<file path="config.mk">
export PLATFORM = sky130hd
export DESIGN_NAME = multilevel_feedback_scheduler
export DESIGN_NICKNAME = d
export VERILOG_FILES = /design/src/mlfs_pkg.sv /design/src/multilevel_feedback_scheduler.sv
export SDC_FILE = /design/constraint.sdc
export NUM_CORES = 1
export LEC_CHECK = 0
export BUFFER_PORTS_ARGS = -buffer_cell sky130_fd_sc_hd__clkbuf_2
export CAP_MARGIN = 20
export CORE_MARGIN = 2
export CORE_UTILIZATION = 50
export DETAILED_ROUTE_END_ITERATION = 7
export HOLD_SLACK_MARGIN = 0.15
export PLACE_DENSITY = 0.65
export SLEW_MARGIN = 20
export SYNTH_ARGS = -nofsm -noshare
export SYNTH_HDL_FRONTEND = slang
export SYNTH_SLANG_ARGS = --single-unit
</file>
<file path="constraint.sdc">
create_clock -name clk -period 9 [get_ports clk]
set_input_delay 0.45 -clock clk [delete_from_list [all_inputs] [get_ports clk]]
set_output_delay 0.45 -clock clk [all_outputs]
set_load 0.005 [all_outputs]
</file>
<file path="src/mlfs_pkg.sv">
// ----------------------------------------------------------------------------
// mlfs_pkg
// Types and constants shared by the multilevel feedback scheduler.
// ----------------------------------------------------------------------------
`default_nettype none

package mlfs_pkg;

	localparam int ID_W  = 8;
	localparam int SVC_W = 16;
	localparam int RUN_W = 17;
	localparam int Q_W   = 8;
	localparam int LVL_W = 4;

	localparam logic [Q_W-1:0] QUANTUM_RESET = 8'd10;

	localparam logic REQ_ARRIVAL = 1'b0;
	localparam logic REQ_TICK    = 1'b1;

	localparam logic [1:0] KIND_ACCEPT = 2'd0;
	localparam logic [1:0] KIND_DROP   = 2'd1;
	localparam logic [1:0] KIND_RAN    = 2'd2;
	localparam logic [1:0] KIND_IDLE   = 2'd3;

	typedef struct packed {
		logic             req_type;
		logic [ID_W-1:0]  process_id;
		logic [SVC_W-1:0] service_time;
	} req_t;

	typedef struct packed {
		logic [1:0]       result_kind;
		logic [ID_W-1:0]  ran_id;
		logic [LVL_W-1:0] ran_level;
		logic             finished;
	} res_t;

	typedef struct packed {
		logic [ID_W-1:0]  id;
		logic [SVC_W-1:0] svc;
		logic [RUN_W-1:0] run;
	} proc_entry_t;

endpackage

`default_nettype wire

</file>
<file path="src/multilevel_feedback_scheduler.sv">
// ----------------------------------------------------------------------------
// multilevel_feedback_scheduler
// Multilevel feedback queue scheduler over a process store and level rings.
//
// Request channel (req_valid/req_stall/req) takes one beat per item: an
// arrival queues a process at level 0, a tick runs the head of the lowest
// numbered non-empty level for one quantum and retires it if finished, else
// demotes it (at the last level it stays at the head). Every beat gives
// exactly one result beat on res_valid/res_stall/res.
// An arrival, or a tick with nothing queued, is answered straight into the
// output register; a tick that runs a process goes through a level ring
// read, a process store read, and update and write back before its result
// is registered. The block works on one item at a time and takes no new
// beat until idle again; a tick waits on two serial synchronous memory reads.
// While the receiver stalls, the finished result waits in a hold register and
// req_stall stays high until the output register frees.
// Reset clears slot flags, level pointers and counts and sets quantum to 10;
// the memories are not cleared. cfg_we/cfg_wdata write the quantum.
// ----------------------------------------------------------------------------
`default_nettype none

module multilevel_feedback_scheduler #(
	parameter int MAX_PROCS = 16,
	parameter int LEVELS    = 6
) (
	input  wire logic                         clk,
	input  wire logic                         arst_n,
	input  wire logic                         req_valid,
	output logic                              req_stall,
	input  wire mlfs_pkg::req_t               req,
	output logic                              res_valid,
	input  wire logic                         res_stall,
	output mlfs_pkg::res_t                    res,
	input  wire logic                         cfg_we,
	input  wire logic [mlfs_pkg::Q_W-1:0]     cfg_wdata
);

	localparam int SW = $clog2(MAX_PROCS);
	localparam int LW = $clog2(LEVELS);
	localparam int CW = SW + 1;
	localparam int FIFO_DEPTH = LEVELS << SW;

	localparam logic [1:0] ST_IDLE = 2'd0;
	localparam logic [1:0] ST_SLOT = 2'd1;
	localparam logic [1:0] ST_CALC = 2'd2;
	localparam logic [1:0] ST_HOLD = 2'd3;

	logic [1:0] state_q, state_d;
	logic [mlfs_pkg::Q_W-1:0] quantum_q;

	logic [MAX_PROCS-1:0] in_use_q;
	logic [SW-1:0] head_q  [LEVELS];
	logic [SW-1:0] tail_q  [LEVELS];
	logic [CW-1:0] count_q [LEVELS];

	mlfs_pkg::proc_entry_t store_mem [MAX_PROCS];
	logic [SW-1:0]         fifo_mem  [FIFO_DEPTH];

	mlfs_pkg::proc_entry_t st_rdata_q;
	logic [SW-1:0]         ff_rdata_q;
	logic [LW-1:0]         lv_q;
	logic [SW-1:0]         slot_q;

	mlfs_pkg::res_t pend_q;
	mlfs_pkg::res_t res_q;
	logic           res_valid_q;

	logic [LW-1:0] lv_sel;
	logic          any_queued;
	logic [SW-1:0] free_slot;
	logic          any_free;

	logic accept, out_free, emit;
	mlfs_pkg::res_t res_d, emit_res;

	logic [mlfs_pkg::RUN_W-1:0] run_new;
	logic                       done;
	logic                       last_lv;
	logic [LW-1:0]              lv_next;

	logic                       st_we;
	logic [SW-1:0]              st_waddr;
	mlfs_pkg::proc_entry_t      st_wdata;
	logic                       ff_we;
	logic [LW+SW-1:0]           ff_waddr;
	logic [SW-1:0]              ff_wdata;

	int total_queued;

	assign accept   = req_valid && !req_stall;
	assign out_free = !res_valid_q || !res_stall;

	always_comb begin
		lv_sel     = '0;
		any_queued = 1'b0;
		for (int i = LEVELS - 1; i >= 0; i--) begin
			if (count_q[i] != '0) begin
				lv_sel     = LW'(i);
				any_queued = 1'b1;
			end
		end
	end

	always_comb begin
		free_slot = '0;
		any_free  = 1'b0;
		for (int i = MAX_PROCS - 1; i >= 0; i--) begin
			if (!in_use_q[i]) begin
				free_slot = SW'(i);
				any_free  = 1'b1;
			end
		end
	end

	assign run_new = st_rdata_q.run + mlfs_pkg::RUN_W'(quantum_q);
	assign done    = run_new >= mlfs_pkg::RUN_W'(st_rdata_q.svc);
	assign last_lv = lv_q == LW'(LEVELS - 1);
	assign lv_next = lv_q + LW'(1);

	always_comb begin
		res_d   = '0;
		emit    = 1'b0;
		state_d = state_q;
		unique case (state_q)
			ST_IDLE: begin
				if (accept) begin
					if (req.req_type == mlfs_pkg::REQ_TICK && any_queued) begin
						state_d = ST_SLOT;
					end else begin
						emit = 1'b1;
						if (req.req_type == mlfs_pkg::REQ_TICK) begin
							res_d.result_kind = mlfs_pkg::KIND_IDLE;
						end else if (any_free) begin
							res_d.result_kind = mlfs_pkg::KIND_ACCEPT;
						end else begin
							res_d.result_kind = mlfs_pkg::KIND_DROP;
						end
						state_d = out_free ? ST_IDLE : ST_HOLD;
					end
				end
			end
			ST_SLOT: begin
				state_d = ST_CALC;
			end
			ST_CALC: begin
				emit              = 1'b1;
				res_d.result_kind = mlfs_pkg::KIND_RAN;
				res_d.ran_id      = st_rdata_q.id;
				res_d.ran_level   = mlfs_pkg::LVL_W'(lv_q);
				res_d.finished    = done;
				state_d           = out_free ? ST_IDLE : ST_HOLD;
			end
			ST_HOLD: begin
				emit    = 1'b1;
				state_d = out_free ? ST_IDLE : ST_HOLD;
			end
			default: begin
				state_d = ST_IDLE;
			end
		endcase
	end

	assign emit_res = (state_q == ST_HOLD) ? pend_q : res_d;

	always_comb begin
		st_we    = 1'b0;
		st_waddr = slot_q;
		st_wdata = '{id: st_rdata_q.id, svc: st_rdata_q.svc, run: run_new};
		ff_we    = 1'b0;
		ff_waddr = {lv_next, tail_q[lv_next]};
		ff_wdata = slot_q;
		if (state_q == ST_IDLE) begin
			st_waddr = free_slot;
			st_wdata = '{id: req.process_id, svc: req.service_time, run: '0};
			ff_waddr = {LW'(0), tail_q[0]};
			ff_wdata = free_slot;
			if (accept && req.req_type == mlfs_pkg::REQ_ARRIVAL && any_free) begin
				st_we = 1'b1;
				ff_we = 1'b1;
			end
		end else if (state_q == ST_CALC) begin
			st_we = 1'b1;
			ff_we = !done && !last_lv;
		end
	end

	always_ff @(posedge clk) begin
		if (st_we) begin
			store_mem[st_waddr] <= st_wdata;
		end
		st_rdata_q <= store_mem[ff_rdata_q];
	end

	always_ff @(posedge clk) begin
		if (ff_we) begin
			fifo_mem[ff_waddr] <= ff_wdata;
		end
		ff_rdata_q <= fifo_mem[{lv_sel, head_q[lv_sel]}];
	end

	always_ff @(posedge clk) begin
		if (state_q == ST_IDLE && accept) begin
			lv_q <= lv_sel;
		end
		if (state_q == ST_SLOT) begin
			slot_q <= ff_rdata_q;
		end
		if (emit && state_q != ST_HOLD) begin
			pend_q <= res_d;
		end
		if (emit && out_free) begin
			res_q <= emit_res;
		end
	end

	always_ff @(posedge clk or negedge arst_n) begin
		if (!arst_n) begin
			state_q     <= ST_IDLE;
			quantum_q   <= mlfs_pkg::QUANTUM_RESET;
			res_valid_q <= 1'b0;
			in_use_q    <= '0;
			for (int i = 0; i < LEVELS; i++) begin
				head_q[i]  <= '0;
				tail_q[i]  <= '0;
				count_q[i] <= '0;
			end
		end else begin
			state_q <= state_d;
			if (cfg_we) begin
				quantum_q <= cfg_wdata;
			end
			if (emit && out_free) begin
				res_valid_q <= 1'b1;
			end else if (out_free) begin
				res_valid_q <= 1'b0;
			end
			if (state_q == ST_IDLE && accept && req.req_type == mlfs_pkg::REQ_ARRIVAL
					&& any_free) begin
				in_use_q[free_slot] <= 1'b1;
				tail_q[0]  <= (tail_q[0] == SW'(MAX_PROCS - 1)) ? '0 : tail_q[0] + SW'(1);
				count_q[0] <= count_q[0] + CW'(1);
			end
			if (state_q == ST_CALC && (done || !last_lv)) begin
				head_q[lv_q]  <= (head_q[lv_q] == SW'(MAX_PROCS - 1)) ? '0
					: head_q[lv_q] + SW'(1);
				count_q[lv_q] <= count_q[lv_q] - CW'(1);
				if (done) begin
					in_use_q[slot_q] <= 1'b0;
				end else begin
					tail_q[lv_next]  <= (tail_q[lv_next] == SW'(MAX_PROCS - 1)) ? '0
						: tail_q[lv_next] + SW'(1);
					count_q[lv_next] <= count_q[lv_next] + CW'(1);
				end
			end
		end
	end

	assign req_stall = state_q != ST_IDLE;
	assign res_valid = res_valid_q;
	assign res       = res_q;

	always_comb begin
		total_queued = 0;
		for (int i = 0; i < LEVELS; i++) begin
			total_queued = total_queued + int'(count_q[i]);
		end
	end

	a_slots_match_queues: assert property (@(posedge clk) disable iff (!arst_n)
		$countones(in_use_q) == total_queued)
		else $error("busy slots disagree with queued entries");

	a_calc_level_nonempty: assert property (@(posedge clk) disable iff (!arst_n)
		state_q == ST_CALC |-> count_q[lv_q] != '0)
		else $error("tick update on an empty level");

	a_quiet_fields: assert property (@(posedge clk) disable iff (!arst_n)
		res_valid && res.result_kind != mlfs_pkg::KIND_RAN |->
			res.ran_id == '0 && res.ran_level == '0 && !res.finished)
		else $error("non-run result carries run fields");

endmodule

`default_nettype wire

</file>
==> metrics.md <==
| Metric | Value |
|---|---|
| Power per cell area | 368.2 mW/mm² |
| Post-synthesis register bit count | 1225 |
| P_int | 0.01340 W |
| CTS Buf Count | 117 |
| Root Buffer | clkbuf_16 |
| CTS tree | done |
| H-tree depth | 3 |
| CTS Sinks | 1225 |
| WP buf/inv | 2 |
| CTS Buffer Depth | 3 |
| Total GRT Usage | 0.2420 |
| Clock transition at the registers of the reported paths | 0.06 ns |
| Clk Latency, worst-skew pair | 0.71 ns |
| Post-DRT Antenna Nets | 0 |
| Synth cell types | 100 |
| Hold Crit Class | primary input to flip-flop |
| Max cap viols | 0 |
| Worst Setup Path Type | flip-flop to flip-flop |
| Resize count post-CTS | 0 |
| Residual DRC | 0 |
| Ranking of synthesized cells by area | edfxtp_1 64%, mux4_2 9.4%, dfrtp_1 5.1% |
| Synth-to-Final Area Change | 11.77% |
| Slew @ Worst Pin | 1.194 ns |
| Max Slew Vio Count | 0 |
| Final wirelength | 125.1 mm |
| I/O pins | 55 |
| Sequential share of the synthesized area | 0.7073 |
| Antenna Cells | 0 |
| Post-synth ARST share | 0.08571 |
| Largest net degree at the start of global routing | 99 |
| Top FF cell, synth | edfxtp_1 |
| RSZ-0062 raised after global routing | no |
| Port bufs | 53 |
| Initial antenna violation count | 1 |
| Sequential Power Share | 0.414 |
| Setup TNS | 0 ns |
| Global-route wire length before repair | 187.3 mm |
| Yosys Warn Count | 0 |
| Cell Area, Synth | 0.05063 mm² |
| NetSw | 0.007432 W |
| Worst rel slew slack | 0.1964 |
| Endpoint class of the critical path | flip-flop |
| Cell taking the most area after synthesis | edfxtp_1 |
| Number of synthesized flops with an enable pin | 1075 |
| Fmax | 0.1570 GHz |
| Congestion Overflow GR | 0 |
| Initial DRC Count | 3555 |
| Status | finished clean |
| FP Rows | 116 |
| Clock power frac | 0.238 |
| Worst EP required | 9.34 ns |
| Routed len/inst | 26.77 µm |
| Number of global-route vias before repair | 30040 |
| Post-CTS Repair Setup Buffers | 0 |
| Final setup margin | 2.629 ns |
| Max incr delay on CP | 0.74 ns |
| Tcrit/Tclk final | 0.7078 |
| Hold buffers post-CTS | 13 |
| Pre-Repair DR Iteration Count | 5 |
| Syn Inst Count | 3137 |
| Endpoints failing setup | 0 |
| Core Area | 0.1003 mm² |
| Crit-path max FO | 24 |
| CP top delay family | compound AO/OA/AOI/OAI gates |
| Clock skew | 0.03277 ns |
| Gp weighted congestion | 0.8592 |
| Cell Chain, Critical Path | inv_1 > fa_1 > nor2b_1 > o21ai_0 > a21boi_1 > o21ai_0 > a21boi_1 > o21ai_0 > nand2_1 > and2_1 > nor2_1 > ha_1 > a21o_1 > a21o_1 > a21oi_1 > nor2b_1 > o21ai_0 > nand2_1 > a221o_1 > a31oi_2 > buf_4 > a31o_2 > nand3_2 > nor2_1 |
| Min cycle time layout | 6.371 ns |
| Via count | 29210 |
| LEAKAGE | 18.79 nW |
| Slowest stage cell, crit path | nand3_2 |
| CP arrival | 6.71 ns |
| Vias per cell | 6.254 |
| Most common cell type on the critical path | o21ai_0 |
| Logic pwr share | 0.348 |
| Top cell type's share of synthesized area | 0.6376 |
| Die H | 322.2 µm |
| Initial cell density of the core | 0.5048 |
| Post-Syn Area per Cell | 16.14 µm² |
| Final hold violations | 0 |
| Syn Nets | 3209 |
| Ratio of cells with drive above 1 in the final layout | 0.1949 |
| Dpl hpwl | 69.56 mm |
| Peak supply drop | 0.4336 mV |
| Worst setup SP type | flip-flop |
| Pre-CTS setup slack | 2.705 ns |
| Nets | 3282 |
| Sw Ratio | 0.3567 |
| Die area | 0.1038 mm² |
| Die width | 322.2 µm |
[metal layers]
metal  wire length, µm  share of wire  track usage  vias up
li1                  -              -            -    12560
met1             50240           0.40       0.3251    15040
met2             61870           0.49       0.4044     1330
met3              8722          0.070      0.03629      278
met4              4216          0.034      0.08806        2
met5                 8       0.000064            0        -
[synthesized netlist by cell type, drive strengths merged (11+ instances only)]
master and instances:
a211oi 54, a21boi 11, a21oi 51, a22oi 25, a311oi 48, a31oi 41
a32oi 37, and2 30, and3 59, buf 72, clkbuf 105, dfrtp 103
dfxtp 45, edfxtp 1075, ha 33, inv 53, mux2 53, mux2i 39
mux4 211, nand2 345, nand3 82, nand4 19, nor2 197, nor2b 23
nor3 22, nor4 11, o211ai 18, o21a 16, o21ai 101, o22ai 15
xnor2 17
[flip-flops by register name, summed over array words and instances, names as in the netlist]
register	flops
store_mem	656
fifo_mem	384
st_rdata_q	41
count_q	30
head_q	24
tail_q	24
in_use_q	16
pend_q	14
res	14
quantum_q	8
ff_rdata_q	4
slot_q	4
lv_q	3
state_q	2
res_valid	1
[final cells by class]
class / instances / area [µm²]
Clock inverter: 73 / 740.7
Clock buffer: 150 / 3166
Inverter: 54 / 205.2
Fill cell: 7712 / 43700
Sequential cell: 1225 / 35820
Tap cell: 1357 / 1698
Multi-Input combinational cell: 1681 / 14020
Timing Repair Buffer: 131 / 928.4
[power by group through the flow]
stage | logic [W] | registers [W] | clock network (W)
3_5_place_dp | 0.00720 | 0.00873 | 0
4_1_cts | 0.00724 | 0.00863 | 0.00503
6_report | 0.00725 | 0.00862 | 0.00497
5_1_grt | 0.00781 | 0.00870 | 0.00524
2_1_floorplan | 0.00490 | 0.00851 | 0
3_3_place_gp | 0.00702 | 0.00870 | 0
[worst register-to-register path, cell delays in order, from the launching register on]
cell and delay (ns):
dfstp_2 0.54, inv_1 0.06, fa_1 0.46, nor2b_1 0.11, o21ai_0 0.10, a21boi_1 0.24, o21ai_0 0.15, a21boi_1 0.24
o21ai_0 0.17, nand2_1 0.12, and2_1 0.21, nor2_1 0.08, ha_1 0.29, a21o_1 0.19, a21o_1 0.17, a21oi_1 0.14
nor2b_1 0.06, o21ai_0 0.15, nand2_1 0.08, a221o_1 0.36, a31oi_2 0.16, buf_4 0.28, a31o_2 0.30, nand3_2 0.74
nor2_1 0.62
[stage by stage]
step	cells	hold WS (ns)	area, µm²	util	total power [W]
after floorplan	3137	0.1544	50630	-	0.01341
after global placement	4430	0.4623	52480	0.5233	0.01572
after detailed placement	4432	0.4722	52510	0.5236	0.01593
after CTS	4668	0.1862	56550	0.5638	0.02090
after global routing	4671	0.1628	56590	0.5642	0.02175
final	4671	0.1535	56590	0.5642	0.02084
[cell usage in the layout (no fill, tap or decap), drive strengths merged, types with 13 or more instances in the layout]
cell         count
a211oi          54
a21oi           51
a22oi           25
a311oi          48
a31oi           41
a32oi           37
and2            30
and3            59
buf             64
clkbuf         204
clkinv          50
dfrtp          103
dfxtp           45
dlygate4sd3     13
edfxtp        1075
ha              33
inv             58
mux2            53
mux2i           39
mux4           211
nand2          345
nand3           82
nand4           19
nor2           197
nor2b           23
nor3            22
o211ai          18
o21a            16
o21ai          101
o22ai           15
xnor2           17
[path summary, 6_finish.rpt]
kind | from | depth (start not counted) | slack (ns) | end
max in group asynchronous | arst_n | 3 | 7.37 | head_q[2]
worst max-delay path | quantum_q[1] | 24 | 2.63 | fifo_mem[84][3]
worst min-delay path | req[11] | 3 | 0.15 | store_mem[1][28]
worst min register to register | tail_q[16] | 2 | 0.49 | tail_q[16]
min in group asynchronous | arst_n | 2 | 0.35 | res_valid
worst max register to register | quantum_q[1] | 24 | 2.63 | fifo_mem[84][3]
[kinds of logic after synthesis]
group,Yosys count,synth area share
compound gates,490,0.06952
xor+xnor,26,0.004498
fa+ha+maj,34,0.008551
buf+inv,231,0.01967
flops,1225,0.7073
mux,303,0.1139
other cells,1,0.00007407
simple gates,827,0.07651
(Power assumes the default switching activity.)
